### config.mk
export PLATFORM = sky130hd
export DESIGN_NAME = source_token_lexer
export DESIGN_NICKNAME = d
export VERILOG_FILES = /design/src/hw/rtl/stl_pkg.sv /design/src/hw/rtl/source_token_lexer.sv /design/src/hw/rtl/stl_scan.sv /design/src/hw/rtl/stl_out.sv
export SDC_FILE = /design/constraint.sdc
export NUM_CORES = 1
export LEC_CHECK = 0
export BUFFER_PORTS_ARGS = -buffer_cell sky130_fd_sc_hd__buf_4
export CAP_MARGIN = 10
export CORE_MARGIN = 2
export CORE_UTILIZATION = 57
export CTS_CLUSTER_DIAMETER = 150
export DETAILED_ROUTE_END_ITERATION = 6
export GPL_TIMING_DRIVEN = 1
export PLACE_DENSITY = 0.83
export SLEW_MARGIN = 20
export SYNTH_ARGS = -nofsm -noshare
export SYNTH_HDL_FRONTEND = slang
export SYNTH_SLANG_ARGS = --single-unit
export TNS_END_PERCENT = 30
### constraint.sdc
create_clock -name clk -period 11.1 [get_ports clk]
set_clock_uncertainty 0.05 [all_clocks]
set_input_delay 1.665 -clock clk [delete_from_list [all_inputs] [get_ports clk]]
set_output_delay 1.665 -clock clk [all_outputs]
set_load 0.02 [all_outputs]
### src/hw/rtl/stl_pkg.sv
// ----------------------------------------------------------------------------
// stl_pkg: shared types and constants of the source token lexer
// Token kinds, scan modes and the per-token result record.
// ----------------------------------------------------------------------------
package stl_pkg;

  localparam int unsigned KindBits = 6;
  localparam int unsigned FieldOfsBits = 24;
  localparam int unsigned FieldLineBits = 20;
  localparam int unsigned MaxTokens = 3;
  localparam int unsigned TokIdxBits = 2;
  localparam int unsigned WordBytes = 5;

  typedef enum logic [3:0] {
    M_IDLE = 4'd0, M_IDENT = 4'd1, M_NUMBER = 4'd2, M_NUMDOT = 4'd3,
    M_FRACTION = 4'd4, M_STRING = 4'd5, M_SLASH = 4'd6, M_COMMENT = 4'd7,
    M_BANG = 4'd8, M_EQUAL = 4'd9, M_LESS = 4'd10, M_GREATER = 4'd11,
    M_AMP = 4'd12, M_PIPE = 4'd13
  } mode_t;

  localparam logic [5:0] K_LPAREN = 6'd0;
  localparam logic [5:0] K_RPAREN = 6'd1;
  localparam logic [5:0] K_LBRACE = 6'd2;
  localparam logic [5:0] K_RBRACE = 6'd3;
  localparam logic [5:0] K_SEMI = 6'd4;
  localparam logic [5:0] K_COMMA = 6'd5;
  localparam logic [5:0] K_MINUS = 6'd6;
  localparam logic [5:0] K_PLUS = 6'd7;
  localparam logic [5:0] K_SLASH = 6'd8;
  localparam logic [5:0] K_STAR = 6'd9;
  localparam logic [5:0] K_PERCENT = 6'd10;
  localparam logic [5:0] K_BANG = 6'd11;
  localparam logic [5:0] K_BANG_EQ = 6'd12;
  localparam logic [5:0] K_EQUAL = 6'd13;
  localparam logic [5:0] K_EQ_EQ = 6'd14;
  localparam logic [5:0] K_ARROW = 6'd15;
  localparam logic [5:0] K_LESS = 6'd16;
  localparam logic [5:0] K_LESS_EQ = 6'd17;
  localparam logic [5:0] K_GREATER = 6'd18;
  localparam logic [5:0] K_GREATER_EQ = 6'd19;
  localparam logic [5:0] K_AND = 6'd20;
  localparam logic [5:0] K_OR = 6'd21;
  localparam logic [5:0] K_IDENT = 6'd22;
  localparam logic [5:0] K_STRING = 6'd23;
  localparam logic [5:0] K_NUMBER = 6'd24;
  localparam logic [5:0] K_LET = 6'd25;
  localparam logic [5:0] K_FALSE = 6'd26;
  localparam logic [5:0] K_FN = 6'd27;
  localparam logic [5:0] K_ELSE = 6'd28;
  localparam logic [5:0] K_IF = 6'd29;
  localparam logic [5:0] K_PRINT = 6'd30;
  localparam logic [5:0] K_TRUE = 6'd31;
  localparam logic [5:0] K_EOF = 6'd32;
  localparam logic [5:0] K_BAD_CHAR = 6'd33;
  localparam logic [5:0] K_OPEN_STRING = 6'd34;

  typedef struct packed {
    logic [KindBits-1:0]      kind;
    logic [FieldOfsBits-1:0]  start;
    logic [FieldOfsBits-1:0]  len;
    logic [FieldLineBits-1:0] line;
  } token_t;

  typedef struct packed {
    logic [TokIdxBits-1:0] count;
    token_t [MaxTokens-1:0] tok;
  } token_group_t;

  function automatic logic is_alpha(input logic [7:0] c);
    return (c >= 8'h61 && c <= 8'h7a) || (c >= 8'h41 && c <= 8'h5a) || c == 8'h5f;
  endfunction

  function automatic logic is_digit(input logic [7:0] c);
    return c >= 8'h30 && c <= 8'h39;
  endfunction

  // Keyword lookup on the first five bytes and the word length.
  function automatic logic [5:0] word_kind(input logic [39:0] w, input logic [2:0] n);
    logic [5:0] k;
    k = K_IDENT;
    if (n == 3'd3 && w[23:0] == 24'h74656c) k = K_LET;
    else if (n == 3'd5 && w == 40'h65736c6166) k = K_FALSE;
    else if (n == 3'd2 && w[15:0] == 16'h6e66) k = K_FN;
    else if (n == 3'd4 && w[31:0] == 32'h65736c65) k = K_ELSE;
    else if (n == 3'd2 && w[15:0] == 16'h6669) k = K_IF;
    else if (n == 3'd5 && w == 40'h746e697270) k = K_PRINT;
    else if (n == 3'd4 && w[31:0] == 32'h65757274) k = K_TRUE;
    return k;
  endfunction

endpackage

### src/hw/rtl/source_token_lexer.sv
// ----------------------------------------------------------------------------
// source_token_lexer: streaming source text tokenizer
// Scans one byte per request and emits the tokens it completes.
// ----------------------------------------------------------------------------
// Usage: source bytes arrive on the s_axis channel, tdata bit 0..7 the byte,
// tuser the end marker. Each accepted request is scanned in the same cycle and
// its tokens (zero to three) are queued; tokens leave on m_axis one per cycle
// while m_axis_tready is high, tlast on the last token of a request. Tokens
// are registered in the queue before they leave. One byte is taken every
// cycle while the token queue (two requests deep) has room, so throughput is
// one byte per cycle until requests that yield more than one token fill the
// queue faster than the output port drains it. When the receiver stalls, the
// queue fills and s_axis_tready falls; nothing is lost. Reset clears the
// scanner to idle, position zero and line one, and empties the queue. An end
// marker flushes the pending token, emits eof and restarts in the same way.
// ----------------------------------------------------------------------------
module source_token_lexer #(
  parameter int unsigned POSITION_BITS = 24,
  parameter int unsigned LINE_BITS = 20
) (
  input  logic        clk,
  input  logic        rst,
  input  logic        s_axis_tvalid,
  output logic        s_axis_tready,
  input  logic [7:0]  s_axis_tdata,   // [7:0] source_byte
  input  logic        s_axis_tuser,   // [0] end_marker
  output logic        m_axis_tvalid,
  input  logic        m_axis_tready,
  // [5:0] token_kind, [29:6] start_offset, [53:30] token_length,
  // [73:54] line_number, [79:74] zero
  output logic [79:0] m_axis_tdata,
  output logic        m_axis_tlast    // last_of_run
);
  import stl_pkg::*;

  token_group_t grp;
  token_t       tok;
  logic         can_load, step;

  assign s_axis_tready = can_load;
  assign step = s_axis_tvalid && can_load;

  stl_scan #(.POSITION_BITS(POSITION_BITS), .LINE_BITS(LINE_BITS)) u_scan (
    .clk, .rst, .step, .source_byte(s_axis_tdata), .end_marker(s_axis_tuser),
    .group(grp)
  );

  stl_out u_out (
    .clk, .rst, .load(step), .group(grp), .can_load,
    .tvalid(m_axis_tvalid), .tready(m_axis_tready), .tok, .tlast(m_axis_tlast)
  );

  assign m_axis_tdata = {6'd0, tok.line, tok.len, tok.start, tok.kind};

endmodule

### src/hw/rtl/stl_scan.sv
// ----------------------------------------------------------------------------
// stl_scan: scanner state and token decision
// Holds the scan state and works out the tokens each accepted request yields.
// ----------------------------------------------------------------------------
module stl_scan #(
  parameter int unsigned POSITION_BITS = 24,
  parameter int unsigned LINE_BITS = 20
) (
  input  logic                 clk,
  input  logic                 rst,
  input  logic                 step,
  input  logic [7:0]           source_byte,
  input  logic                 end_marker,
  output stl_pkg::token_group_t group
);
  import stl_pkg::*;

  localparam logic [POSITION_BITS-1:0] PosMax = '1;
  localparam logic [LINE_BITS-1:0] LineMax = '1;
  localparam logic [POSITION_BITS-1:0] PosOne = POSITION_BITS'(1);
  localparam logic [POSITION_BITS-1:0] PosFive = POSITION_BITS'(5);
  localparam logic [POSITION_BITS:0] LenOne = (POSITION_BITS+1)'(1);
  localparam logic [POSITION_BITS:0] LenTwo = (POSITION_BITS+1)'(2);

  mode_t                   scan_mode, scan_mode_next;
  logic [POSITION_BITS-1:0] byte_position, token_begin, token_begin_next;
  logic [LINE_BITS-1:0]     line_count, line_count_next;
  logic [39:0]              word_prefix, word_prefix_next;

  // Tokens in order; line is filled in at emit time. Lengths carry one extra
  // bit so that a closing quote at the last position still counts fully.
  logic [TokIdxBits-1:0]      n;
  logic [MaxTokens-1:0][5:0]  kd;
  logic [MaxTokens-1:0][POSITION_BITS-1:0] st;
  logic [MaxTokens-1:0][POSITION_BITS:0]   ln;
  logic [LINE_BITS-1:0]       ln_at [MaxTokens];

  function automatic logic [POSITION_BITS-1:0] ssub(input logic [POSITION_BITS-1:0] a,
                                                    input logic [POSITION_BITS-1:0] b);
    return (a > b) ? a - b : '0;
  endfunction

  function automatic logic [FieldOfsBits-1:0] clo(input logic [POSITION_BITS:0] v);
    logic [32:0] w;
    w = 33'(v);
    return (w > 33'(24'hFFFFFF)) ? '1 : w[FieldOfsBits-1:0];
  endfunction

  function automatic logic [FieldLineBits-1:0] cll(input logic [LINE_BITS-1:0] v);
    logic [32:0] w;
    w = 33'(v);
    return (w > 33'(20'hFFFFF)) ? '1 : w[FieldLineBits-1:0];
  endfunction

  always_comb begin
    logic [POSITION_BITS-1:0] cur, dot, wl, idx;
    logic cont, pend, restart;
    logic [7:0] c;
    cur = byte_position;
    c = source_byte;
    n = '0;
    kd = '0;
    st = '0;
    ln = '0;
    for (int i = 0; i < MaxTokens; i++) ln_at[i] = line_count;
    scan_mode_next = scan_mode;
    token_begin_next = token_begin;
    line_count_next = line_count;
    word_prefix_next = word_prefix;
    cont = 1'b0;
    pend = 1'b0;   // pending token must be finished at cur
    restart = 1'b0;
    wl = ssub(cur, token_begin);
    dot = ssub(cur, PosOne);
    idx = ssub(cur, token_begin);
    if (end_marker) begin
      pend = 1'b1;
    end else begin
      unique case (scan_mode)
        M_IDENT: begin
          if (is_alpha(c) || is_digit(c)) begin
            cont = 1'b1;
            // Once the position saturates the same byte slot is hit again.
            if (idx < PosFive)
              word_prefix_next[8*idx[2:0] +: 8] = word_prefix[8*idx[2:0] +: 8] | c;
          end else pend = 1'b1;
        end
        M_NUMBER: begin
          if (is_digit(c)) cont = 1'b1;
          else if (c == 8'h2e) begin cont = 1'b1; scan_mode_next = M_NUMDOT; end
          else pend = 1'b1;
        end
        M_NUMDOT: begin
          if (is_digit(c)) begin cont = 1'b1; scan_mode_next = M_FRACTION; end
          else pend = 1'b1;
        end
        M_FRACTION: begin
          if (is_digit(c)) cont = 1'b1; else pend = 1'b1;
        end
        M_STRING: begin
          cont = 1'b1;
          if (c == 8'h22) begin
            kd[0] = K_STRING; st[0] = token_begin; ln[0] = {1'b0, wl} + LenOne;
            n = 2'd1;
            scan_mode_next = M_IDLE;
          end else if (c == 8'h0a && line_count != LineMax) begin
            line_count_next = line_count + 1'b1;
          end
        end
        M_SLASH: begin
          if (c == 8'h2f) begin cont = 1'b1; scan_mode_next = M_COMMENT; end
          else pend = 1'b1;
        end
        M_COMMENT: begin
          if (c == 8'h0a) scan_mode_next = M_IDLE; else cont = 1'b1;
        end
        M_BANG, M_LESS, M_GREATER, M_EQUAL, M_AMP, M_PIPE: begin
          cont = 1'b1;
          if (c == 8'h3d && scan_mode == M_BANG) kd[0] = K_BANG_EQ;
          else if (c == 8'h3d && scan_mode == M_EQUAL) kd[0] = K_EQ_EQ;
          else if (c == 8'h3e && scan_mode == M_EQUAL) kd[0] = K_ARROW;
          else if (c == 8'h3d && scan_mode == M_LESS) kd[0] = K_LESS_EQ;
          else if (c == 8'h3d && scan_mode == M_GREATER) kd[0] = K_GREATER_EQ;
          else if (c == 8'h26 && scan_mode == M_AMP) kd[0] = K_AND;
          else if (c == 8'h7c && scan_mode == M_PIPE) kd[0] = K_OR;
          else begin cont = 1'b0; pend = 1'b1; end
          if (cont) begin
            st[0] = token_begin; ln[0] = LenTwo; n = 2'd1;
            scan_mode_next = M_IDLE;
          end
        end
        default: scan_mode_next = M_IDLE;
      endcase
    end
    if (pend) begin
      scan_mode_next = M_IDLE;
      unique case (scan_mode)
        M_IDENT: begin
          kd[0] = word_kind(word_prefix, (wl < 7) ? wl[2:0] : 3'd7);
          st[0] = token_begin; ln[0] = {1'b0, wl}; n = 2'd1;
        end
        M_NUMBER, M_FRACTION: begin
          kd[0] = K_NUMBER; st[0] = token_begin; ln[0] = {1'b0, wl}; n = 2'd1;
        end
        M_NUMDOT: begin
          kd[0] = K_NUMBER; st[0] = token_begin; ln[0] = {1'b0, ssub(dot, token_begin)};
          kd[1] = K_BAD_CHAR; st[1] = dot; ln[1] = LenOne; n = 2'd2;
        end
        M_STRING: begin
          kd[0] = K_OPEN_STRING; st[0] = token_begin; ln[0] = {1'b0, wl}; n = 2'd1;
        end
        M_SLASH:   begin kd[0] = K_SLASH;   st[0] = token_begin; ln[0] = LenOne; n = 2'd1; end
        M_BANG:    begin kd[0] = K_BANG;    st[0] = token_begin; ln[0] = LenOne; n = 2'd1; end
        M_EQUAL:   begin kd[0] = K_EQUAL;   st[0] = token_begin; ln[0] = LenOne; n = 2'd1; end
        M_LESS:    begin kd[0] = K_LESS;    st[0] = token_begin; ln[0] = LenOne; n = 2'd1; end
        M_GREATER: begin kd[0] = K_GREATER; st[0] = token_begin; ln[0] = LenOne; n = 2'd1; end
        M_AMP, M_PIPE: begin
          kd[0] = K_BAD_CHAR; st[0] = token_begin; ln[0] = LenOne; n = 2'd1;
        end
        default: ;
      endcase
    end
    if (end_marker) begin
      kd[n] = K_EOF; st[n] = cur; ln[n] = '0; n = n + 1'b1;
      restart = 1'b1;
    end else if (!cont && (scan_mode_next == M_IDLE)) begin
      // Start a fresh token with this byte.
      token_begin_next = cur;
      if (c == 8'h20 || c == 8'h0d || c == 8'h09) begin
      end else if (c == 8'h0a) begin
        if (line_count != LineMax) line_count_next = line_count + 1'b1;
      end else if (is_alpha(c)) begin
        scan_mode_next = M_IDENT; word_prefix_next = {32'd0, c};
      end else if (is_digit(c)) begin
        scan_mode_next = M_NUMBER;
      end else begin
        unique case (c)
          8'h22: scan_mode_next = M_STRING;
          8'h2f: scan_mode_next = M_SLASH;
          8'h21: scan_mode_next = M_BANG;
          8'h3d: scan_mode_next = M_EQUAL;
          8'h3c: scan_mode_next = M_LESS;
          8'h3e: scan_mode_next = M_GREATER;
          8'h26: scan_mode_next = M_AMP;
          8'h7c: scan_mode_next = M_PIPE;
          default: begin
            unique case (c)
              8'h28: kd[n] = K_LPAREN;
              8'h29: kd[n] = K_RPAREN;
              8'h7b: kd[n] = K_LBRACE;
              8'h7d: kd[n] = K_RBRACE;
              8'h3b: kd[n] = K_SEMI;
              8'h2c: kd[n] = K_COMMA;
              8'h2d: kd[n] = K_MINUS;
              8'h2b: kd[n] = K_PLUS;
              8'h2a: kd[n] = K_STAR;
              8'h25: kd[n] = K_PERCENT;
              default: kd[n] = K_BAD_CHAR;
            endcase
            st[n] = cur; ln[n] = LenOne; n = n + 1'b1;
          end
        endcase
      end
    end
    // A newline itself never emits a token; any token emitted with it ends before it,
    // so line at emit is the count before this byte.
    group.count = n;
    for (int i = 0; i < MaxTokens; i++) begin
      group.tok[i].kind = kd[i];
      group.tok[i].start = clo({1'b0, st[i]});
      group.tok[i].len = clo(ln[i]);
      group.tok[i].line = cll(ln_at[i]);
    end
    if (restart) begin
      scan_mode_next = M_IDLE;
      token_begin_next = '0;
      line_count_next = LINE_BITS'(1);
      word_prefix_next = '0;
    end
  end

  always_ff @(posedge clk) begin
    if (rst) begin
      scan_mode <= M_IDLE;
      byte_position <= '0;
      token_begin <= '0;
      line_count <= LINE_BITS'(1);
      word_prefix <= '0;
    end else if (step) begin
      scan_mode <= scan_mode_next;
      token_begin <= token_begin_next;
      line_count <= line_count_next;
      word_prefix <= word_prefix_next;
      if (end_marker) byte_position <= '0;
      else if (byte_position != PosMax) byte_position <= byte_position + 1'b1;
    end
  end

  a_line_nonzero: assert property (@(posedge clk) disable iff (rst) line_count != '0)
    else $error("line count reached zero");
  a_eof_resets: assert property (@(posedge clk) disable iff (rst)
    step && end_marker |=> byte_position == '0 && scan_mode == M_IDLE)
    else $error("end marker did not restart the scanner");
  a_count_range: assert property (@(posedge clk) disable iff (rst)
    step |-> group.count != 2'd0 || !end_marker)
    else $error("end marker produced no eof token");

endmodule

### src/hw/rtl/stl_out.sv
// ----------------------------------------------------------------------------
// stl_out: result buffer and serialiser
// Holds up to two token groups and sends their tokens one per ready cycle.
// ----------------------------------------------------------------------------
module stl_out (
  input  logic                  clk,
  input  logic                  rst,
  input  logic                  load,
  input  stl_pkg::token_group_t group,
  output logic                  can_load,
  output logic                  tvalid,
  input  logic                  tready,
  output stl_pkg::token_t       tok,
  output logic                  tlast
);
  import stl_pkg::*;

  // Two-entry queue of groups; the head is drained token by token.
  token_group_t          q [2];
  logic [1:0]            fill;
  logic                  wr_ptr, rd_ptr;
  logic [TokIdxBits-1:0] sel;
  logic                  pop, done;

  assign tvalid = fill != 2'd0;
  assign tok = q[rd_ptr].tok[sel];
  assign tlast = (sel == q[rd_ptr].count - 1'b1);
  assign done = tvalid && tready && tlast;
  // Accept when a slot is free or the head finishes this cycle.
  assign can_load = (fill != 2'd2) || done;
  assign pop = done;

  always_ff @(posedge clk) begin
    if (rst) begin
      fill <= '0;
      wr_ptr <= 1'b0;
      rd_ptr <= 1'b0;
      sel <= '0;
    end else begin
      if (tvalid && tready) sel <= tlast ? '0 : sel + 1'b1;
      if (pop) rd_ptr <= ~rd_ptr;
      if (load && group.count != '0) wr_ptr <= ~wr_ptr;
      fill <= fill + 2'((load && group.count != '0) ? 1 : 0) - 2'(pop ? 1 : 0);
    end
  end

  always_ff @(posedge clk) begin
    if (load && group.count != '0) q[wr_ptr] <= group;
  end

  a_fill_max: assert property (@(posedge clk) disable iff (rst) fill != 2'd3)
    else $error("queue overflow");
  a_sel_range: assert property (@(posedge clk) disable iff (rst)
    tvalid |-> sel < q[rd_ptr].count)
    else $error("token select past group");
  a_pop_fill: assert property (@(posedge clk) disable iff (rst)
    pop && !load |=> fill == $past(fill) - 2'd1)
    else $error("pop lost");

endmodule
After elaboration in Yosys (flattened, before gate mapping)
Memories as Yosys holds them, arrays and structs flattened. A register that Yosys moved wholly into a read port is not among the register bits.
Index checks and enable logic that the tools add are counted.

word-level totals
  ROM bits = 0
  bits in writable memories = 448
  input port bits = 13
  output and inout port bits = 83
  memories = 1
  word-level logic and storage cells = 354
  bits in latches = 0
  register bits = 118

memory list
  memory   depth  bits a word  rd ports  clocked after memory_dff  wr ports  RTL line       RTL
  u_out.q  2      224          1         1                         1         stl_out.sv:19  token_group_t q [2];

operators by class
  $mul = 0
  multiplexer cells = 168
  divide/modulo/power cells = 0
  reductions and logical operators = 48
  eq/ne operators = 53
  bitwise gates (word level) = 43
  $add $sub $neg = 12
  shift operators = 3
  order comparisons = 17

operator list
  kind                                                                     count
  75-bit two-way mux                                                       7
  72-bit two-way mux                                                       7
  24-bit two-way mux                                                       17
  40-bit two-way mux                                                       10
  20-bit two-way mux                                                       10
  18-bit one-hot mux with 10 select lines                                  1
  74-bit binary-select mux with 2-bit select                               1
  8-bit by 6-bit equality test with 1-bit output, second input constant    17
  18-bit two-way mux                                                       7
  6-bit two-way mux                                                        14
  40-bit by 39-bit equality test with 1-bit output, second input constant  2
  50-bit by 75-bit AND with 75-bit output                                  1
  25-bit by 24-bit > comparator with 1-bit output, second input constant   3
  25-bit two-way mux                                                       3
  75-bit NOT                                                               1
  25-bit one-hot mux with 3 select lines                                   1
  74-bit two-way mux                                                       1
  48-bit by 72-bit AND with 72-bit output                                  1
  8-bit by 12-bit AND with 12-bit output                                   6
  72-bit bitwise mux                                                       1
  4-bit two-way mux                                                        18
  12-bit NOT                                                               6
  72-bit NOT                                                               1
  32-bit by 31-bit equality test with 1-bit output, second input constant  2
  83 further kinds                                                         206

Depth between registers and ports, before layout
Gate-level depths: netlist of run 1.

  depth after elaboration = 31
  mapped depth = 23
  depth with buffers taken out = 20

Hierarchy
Synthesis of run 1 repeated with hierarchy kept, for this count alone.

unflattened totals
  cells, all modules = 2784
  area total of the unflattened synthesis = 30807.0 µm²

by module, submodules not included
  module              sequential area each (µm²)  area each (µm²)  cells an instance  instances
  stl_out             13593.0                     17279.1          837                1
  stl_scan            2242.2                      13472.9          1939               1
  source_token_lexer  0.0                         55.1             8                  1

Worst setup path after synthesis of run 1
OpenSTA, ideal clock, no wires.

  kind = input -> register
  start point = input port s_axis_tdata[3]
  end point = memory u_out.q[0][118] (netlist bit), enable pin
  arrival time = 10.497 ns
  slack = -0.097 ns
  required time = 10.401 ns
  stages = 14
  buffers on the path = 3
  setup time = 0.649 ns
  path through = clkbuf_1 and2_0 and3_1 and4_1 a211oi_1 a31o_2 buf_2 nor2_1 or2_1 clkbuf_1 ha_1 nor2b_1 a221oi_2 nor2b_1

on the way
  word-level cells in the longest chain between the ends = 28
  elaborated cells between the ends (all ways) = 98
  those cells by class = 1 x add/sub; 6 x order compare; 14 x eq/ne; 56 x mux; 21 x reduce/logical

RTL lines
  element                                         RTL line                          RTL
  start: declaration                              source_token_lexer.sv:25          input logic [7:0] s_axis_tdata,
  8-bit by 7-bit equality test with 1-bit output  stl_scan.sv:125, stl_scan.sv:177
  1-bit logical AND                               stl_scan.sv:125                   else if (c == 8'h7c && scan_mode == M_PIPE) kd[0] = K_OR;
  1-bit two-way mux                               stl_scan.sv:125
  1-bit two-way mux                               stl_scan.sv:124                   else if (c == 8'h26 && scan_mode == M_AMP) kd[0] = K_AND;
  1-bit two-way mux                               stl_scan.sv:123                   else if (c == 8'h3d && scan_mode == M_GREATER) kd[0] = K_GREATER_EQ;
  1-bit two-way mux                               stl_scan.sv:122                   else if (c == 8'h3d && scan_mode == M_LESS) kd[0] = K_LESS_EQ;
  1-bit two-way mux                               stl_scan.sv:121                   else if (c == 8'h3e && scan_mode == M_EQUAL) kd[0] = K_ARROW;
  1-bit two-way mux                               stl_scan.sv:120                   else if (c == 8'h3d && scan_mode == M_EQUAL) kd[0] = K_EQ_EQ;
  (+12 left out)                                  n/a
  2-bit two-way mux                               stl_scan.sv:170                   end else if (c == 8'h0a) begin
  2-bit two-way mux                               stl_scan.sv:169                   if (c == 8'h20 || c == 8'h0d || c == 8'h09) begin
  2-bit two-way mux                               stl_scan.sv:166                   end else if (!cont && (scan_mode_next == M_IDLE)) begin
  2-bit two-way mux *                             stl_scan.sv:163                   if (end_marker) begin
  2-bit nonzero test *                            stl_out.sv:48                     if (load && group.count != '0) q[wr_ptr] <= group;
  1-bit logical AND *                             stl_out.sv:48
  1-bit two-way mux *                             stl_out.sv:48
  1-bit two-way mux (implied by the code) *       stl_out.sv:48
  end: declaration                                stl_out.sv:19

Mark *: on every way between the ends. The rest lies on a longest branch, timed or not. The select of a mux whose other input is x is not followed.

==> impl_metrics.toml, run 1 <==
[drt]
drtIter0Drc = 2462
drcViolationCount = 0
vias_per_cell = 6.56
dr_total_vias = 18800
ant_nets = 0
routed_wl_um = 67000
wl_per_cell_um = 23.4
first_pass_iters = 6

[sta]
timing.hold.ws_ns = 0.447
period_needed_ns = 6.93
setup_viol = 0
worst_slew_pin_slew_ns = 1.08
min_period_over_period = 0.624
drv_slew = 0
max_freq_ghz = 0.144
finalHoldViolCount = 0
rsz0062_at_grt = "no"
max_slew_margin = 0.276
tns_ns = 0

[clocking]
cts_root_buf = "clkbuf_16"
path_clk_slew_ns = 0.07
ctsHoldBuffers = 0
clock_sinks = 391
ctsResizeCount = 0
clock_path_buffers = 3
cts_tree = "done"
post-cts-setup-buffers = 0
cts_buffers = 39
htreeDepth = 2
clk_latency_ns = 0.57

[floorplan]
ioPinCount = 96
dieWidth_um = 203
die_area_um2 = 41300
coreArea_um2 = 39500
die_h_um = 203
rows = 73
initial_core_util = 0.574

[grt]
antenna_found_initial = 2
grt_overflow = 0
grt_max_degree = 137
grt_first_pass_wirelength_um = 103000
grt_pass1_vias = 18000
grtUsageTotal = 0.321

[logic_synthesis]
yosysWarnings = 0
synth-edff-count = 272
synthTopCellsByArea = "edfxtp_1, dfxtp_1, nor2_1, mux2i_1, ha_1"
synth_top_area_frac = 0.361
syn_inst = 2292
ys_ff_latch = 391
synth.avg_cell_area_um2 = 9.88
synth_largest_area_cell = "edfxtp_1"
syn_area_um2 = 22600
ys.flop_type = "edfxtp_1"
async_reset_ff_frac = 0
synth.distinct_cells = 98
yosysSeqAreaShare = 0.466

[flow_run]
maxCapViolations = 0

[worst_setup_path]
critPathMaxFanout = 36
r2r_cells = 21
start_kind = "register"
rr_endpoint = "u_out.q[1][23]"
end_kind = "register"
rrSetupSlack_ns = 4.17
critPathArrivalTime_ns = 7.28
r2r_start = "u_scan.byte_position[0]"
worstSetupPathType = "register to register"
cp.required_ns = 11.45

[power]
power_density_nw_per_um2 = 171
p_leak_nw = 8.99
ir_worst_vdd_v = 0.000114

[place]
place.port_buffers = 89
place_hpwl_um = 47100
gp_congestion = 0.987

[worst_hold_path]
min_from = "u_scan.word_prefix[39]"
hold_path_class = "register to register"
hold_path_depth = 1
hold_path_end = "u_scan.word_prefix[39]"

[finish]
finalNetCount = 2384
diodes = 0
syn_to_final_growth_pct = 9.90
layout_commonest_cell = "edfxtp_1"
drive_above_1_share = 0.113
layout_common_cells = "edfxtp_1, nor2_1, nand2_1"

[outcome]
status = "completed"
==> worst max-delay path by stage <==
stage	startpoint	end	slack (ns)	cells past startpoint
after CTS	u_scan.byte_position[0]	u_out.q[1][23]	4.29	21
after global placement	s_axis_tdata[3]	u_out.q[1][128]	4.07	13
after detailed placement	s_axis_tdata[3]	u_out.q[1][126]	3.98	13
final	u_scan.byte_position[0]	u_out.q[1][23]	4.17	21
after global routing	u_scan.byte_position[0]	u_out.q[1][28]	3.62	21
after floorplan	s_axis_tdata[3]	u_out.q[0][118]	2.53	14
==> registers in the layout, summed over array words and instances, names as in the netlist, 2 cells and up, named ones only <==
signal,count
u_scan.line_count,20
u_scan.token_begin,24
u_out.q,272
u_out.fill,2
u_scan.byte_position,24
u_scan.scan_mode,4
u_scan.word_prefix,40
u_out.sel,2
==> synth_stat cells (9+ instances only) <==
cell type and n:
a21o_1 15, a21oi_1 116, a22o_1 57, a22oi_1 42
a31oi_1 12, and2_1 33, and3_1 26, buf_1 14
clkbuf_1 118, dfxtp_1 119, edfxtp_1 272, ha_1 62
inv_1 91, mux2_2 9, mux2i_1 85, mux4_2 30
nand2_1 184, nand2b_1 18, nand3_1 68, nand4_1 29
nand4b_1 9, nor2_1 262, nor2b_1 26, nor3_1 67
nor4_1 17, nor4b_1 10, o21a_1 10, o21ai_0 109
o221a_2 10, o22ai_1 50, or2_2 12, or3_1 19
xnor2_1 62, xor2_1 54
==> critical path: stages, from the launching register on <==
cell      delay [ns]
dfxtp_1         0.55
inv_1           0.16
ha_1            0.27
fa_1            0.54
nor2b_1         0.22
o31a_1          0.20
o211ai_1        0.14
a31oi_1         0.25
o21ai_2         0.07
buf_4           0.25
or2_2           0.42
inv_1           0.18
ha_1            0.22
nand2_1         0.13
nor4b_1         0.43
and4_1          0.31
nand3_1         0.17
nor4_1          0.73
nand4_1         0.16
nor2_1          0.54
nand2_1         0.49
nand2_1         0.25
==> through the flow <==
stage               cell area [um^2]  power (mW)  utilization  setup WS (ns)  cells
floorplan                      22700        2.58            -           2.53   2297
detailed placement             23600        2.97        0.599           3.98   2790
global route                   24900        4.39        0.631           3.62   2863
global placement               23600        2.95        0.599           4.07   2790
CTS                            24900        4.24        0.630           4.29   2862
finish                         24900        4.25        0.631           4.17   2863
==> report_power, final <==
group          switching (mW)  internal, mW
logic                   0.755         0.443
registers              0.0536          1.72
clock network           0.568         0.704
total                    1.38          2.87
==> metal layers <==
metal  track usage  part of all wire  wire (um)  vias to the layer above
li1              -                 -          -                     8497
met1         0.458              0.42      28400                     9127
met2         0.500              0.45      30200                     1013
met3        0.0652             0.096       6450                      147
met4        0.0910             0.027       1810                        4
met5             0           0.00081         54                        -
==> cells by family (layout without fill, tap and decap cells) <==
family          Yosys count  count (layout)  share of synthesized area
mux                     124             124                     0.0719
compound gates          523             523                      0.155
flops                   391             391                      0.466
other cells               1               6                   0.000166
fa+ha+maj                65              65                     0.0365
xor+xnor                117             117                     0.0456
buf+inv                 238             279                     0.0409
simple gates            833             833                      0.184
==> final cells by class <==
| type | count | area [um^2] |
|---|---|---|
| fill | 3144 | 14600 |
| multi-input combinational | 1668 | 11200 |
| sequential | 391 | 10600 |
| clock buffer | 53 | 1070 |
| timing repair buffer | 114 | 888 |
| tap | 525 | 657 |
| inverter | 93 | 349 |
| clock inverter | 19 | 140 |
No activity file was read; power rests on OpenSTA's default activity.
==> inputs of run 2 (changes only) <==
- ABC_AREA: default -> 1
- PLACE_DENSITY: 0.83 -> 0.82
- clock period: 11.1 -> 6.05 ns (I/O delays scaled with it)
==> impl_metrics.toml, run 2 <==
[sta]
fin_ws_ns = 0.600
finalHoldViolCount = 0
worst_slew_pin_slew_ns = 1.11
drv_slew = 0
min_period_over_period = 0.901
max_slew_margin = 0.261
setup_viol = 0
rsz0062_at_grt = "no"
period_needed_ns = 5.45
max_freq_ghz = 0.183
tns_ns = 0
timing.hold.ws_ns = 0.430

[finish]
syn_to_final_growth_pct = 9.79
drive_above_1_share = 0.0990
layout_commonest_cell = "nand2_1"
diodes = 0
n_fill_cell = 3678
final_util = 0.632
fin_cells = 3730
layout_common_cells = "nand2_1, nor2_1, inv_1"
design_area_um2 = 26400
largest_reg_flops = 272
regArea_um2 = 10600
multi_input_area_um2 = 11400
largest_registers = "u_out.q: 272 flops, u_scan.word_prefix: 40 flops"
finalNetCount = 3235
regMostFlops = "u_out.q"

[logic_synthesis]
synth_largest_area_cell = "edfxtp_1"
ys.flop_type = "edfxtp_1"
synth_top_area_frac = 0.340
synth.avg_cell_area_um2 = 7.72
synth-edff-count = 272
synth_common_cells = "nand2_1, nor2_1, inv_1"
syn_inst = 3114
async_reset_ff_frac = 0
synth.distinct_cells = 71
yosysWarnings = 0
yosysSeqAreaShare = 0.439
synthTopCellsByArea = "edfxtp_1, nand2_1, dfxtp_1, nor2_1, inv_1"
ys_ff_latch = 391
synthMostInstantiatedCell = "nand2_1"
syn_area_um2 = 24000

[worst_setup_path]
cp.required_ns = 6.31
crit_slowest_cell = "o21ai_0"
cp_num_buf_inv = 5
rrSetupSlack_ns = 0.60
critPathMaxFanout = 13
slowest_delay_ns = 0.61
end_kind = "register"
cpMostUsedCell = "nand2_1"
r2r_start = "u_scan.byte_position[0]"
start_kind = "register"
worstSetupPathType = "register to register"
critPathLaunch = "u_scan.byte_position[0]"
cp_top_family = "compound AO/OA/AOI/OAI gates"
critPathArrivalTime_ns = 5.71

[drt]
dr_total_vias = 23000
drcViolationCount = 0
ant_nets = 0
vias_per_cell = 6.17
first_pass_iters = 6
routed_wl_um = 79100
drtIter0Drc = 2795
wl_per_cell_um = 21.2

[grt]
grt_overflow = 0
grtUsageTotal = 0.356
grt_pass1_vias = 21500
antenna_found_initial = 0
grt_first_pass_wirelength_um = 122000
grt_max_degree = 90

[clocking]
path_clk_slew_ns = 0.06
clock_sinks = 391
post-cts-setup-buffers = 0
cts_root_buf = "clkbuf_16"
cts_buffers = 41
cts_tree = "done"
ctsResizeCount = 0
clock_path_buffers = 3
ctsHoldBuffers = 0
clk_latency_ns = 0.59
htreeDepth = 2

[place]
place.port_buffers = 89
gp_congestion = 1.01
place_worst_setup_slack_ns = 0.778
dpl_cell_area_um2 = 25100
place_hpwl_um = 57800
dp_cells = 3654

[floorplan]
die_area_um2 = 43800
dieWidth_um = 209
ioPinCount = 96
coreArea_um2 = 41800
die_h_um = 209
initial_core_util = 0.576
rows = 75

[outcome]
status = "completed"

[power]
power_density_nw_per_um2 = 324
p_leak_nw = 10.8
ir_worst_vdd_v = 0.000291
total_power_mw = 8.55

[worst_hold_path]
min_from = "u_scan.word_prefix[30]"
hold_path_class = "register to register"

[flow_run]
maxCapViolations = 0
## run 2: cell count changes in the layout (fill, tap and decap cells not counted), moves of 30 or more
| cell | delta |
|---|---|
| o21ai_0 | +138 |
| a22oi_1 | -40 |
| xnor2_1 | -51 |
| nor2_1 | +145 |
| a22o_1 | -57 |
| nand3_1 | +69 |
| a21oi_1 | +67 |
| mux4_2 | -30 |
| inv_1 | +268 |
| mux2i_1 | -84 |
| o211ai_1 | +32 |
| nand2_1 | +476 |
## run 2: layer usage
metal  part of all wire  vias up  global-route usage
met5                  0        -                   0
met4              0.033        0               0.127
met3               0.10      177              0.0557
met2               0.44     1307               0.552
met1               0.42    10900               0.507
li1                   -    10600                   -
## run 2: cells by family (layout without fill, tap and decap cells)
family                   after synthesis  count (layout)  synth area share
AND/OR/NAND/NOR                     1427            1427             0.263
adder cells (fa/ha/maj)               64              64            0.0339
buffers and inverters                521             593            0.0875
XOR/XNOR                              41              41            0.0157
flip-flops                           391             391             0.439
AO/OA/AOI/OAI                        668             668             0.161
multiplexers                           1               1          0.000416
other                                  1               6          0.000156
## run 2: final cells by class
| class | count | share of cell area |
|---|---|---|
| multi-input cells | 2207 | 0.433 |
| inverters | 394 | 0.0563 |
| clock buffers | 53 | 0.0421 |
| repair buffers | 123 | 0.0364 |
| flip-flops and latches | 391 | 0.400 |
| clock inverters | 23 | 0.00687 |
| well taps | 539 | 0.0255 |
## run 2: final timing paths
check,to,cells past startpoint
max,u_out.q[0][42],30
min,u_scan.word_prefix[30],2
max reg2reg,u_out.q[0][42],30
min reg2reg,u_scan.word_prefix[30],2
## run 2: power breakdown
part	switching, mW	total, mW	internal [mW]
combinational	1.92	2.78	0.862
clock	1.11	2.47	1.36
sequential	0.115	3.30	3.19
## run 2: worst min-delay path, cell delays in order, from the launching register on
cell and delay (ns):
dfxtp_1 0.31, nand2_1 0.06, a21oi_1 0.06
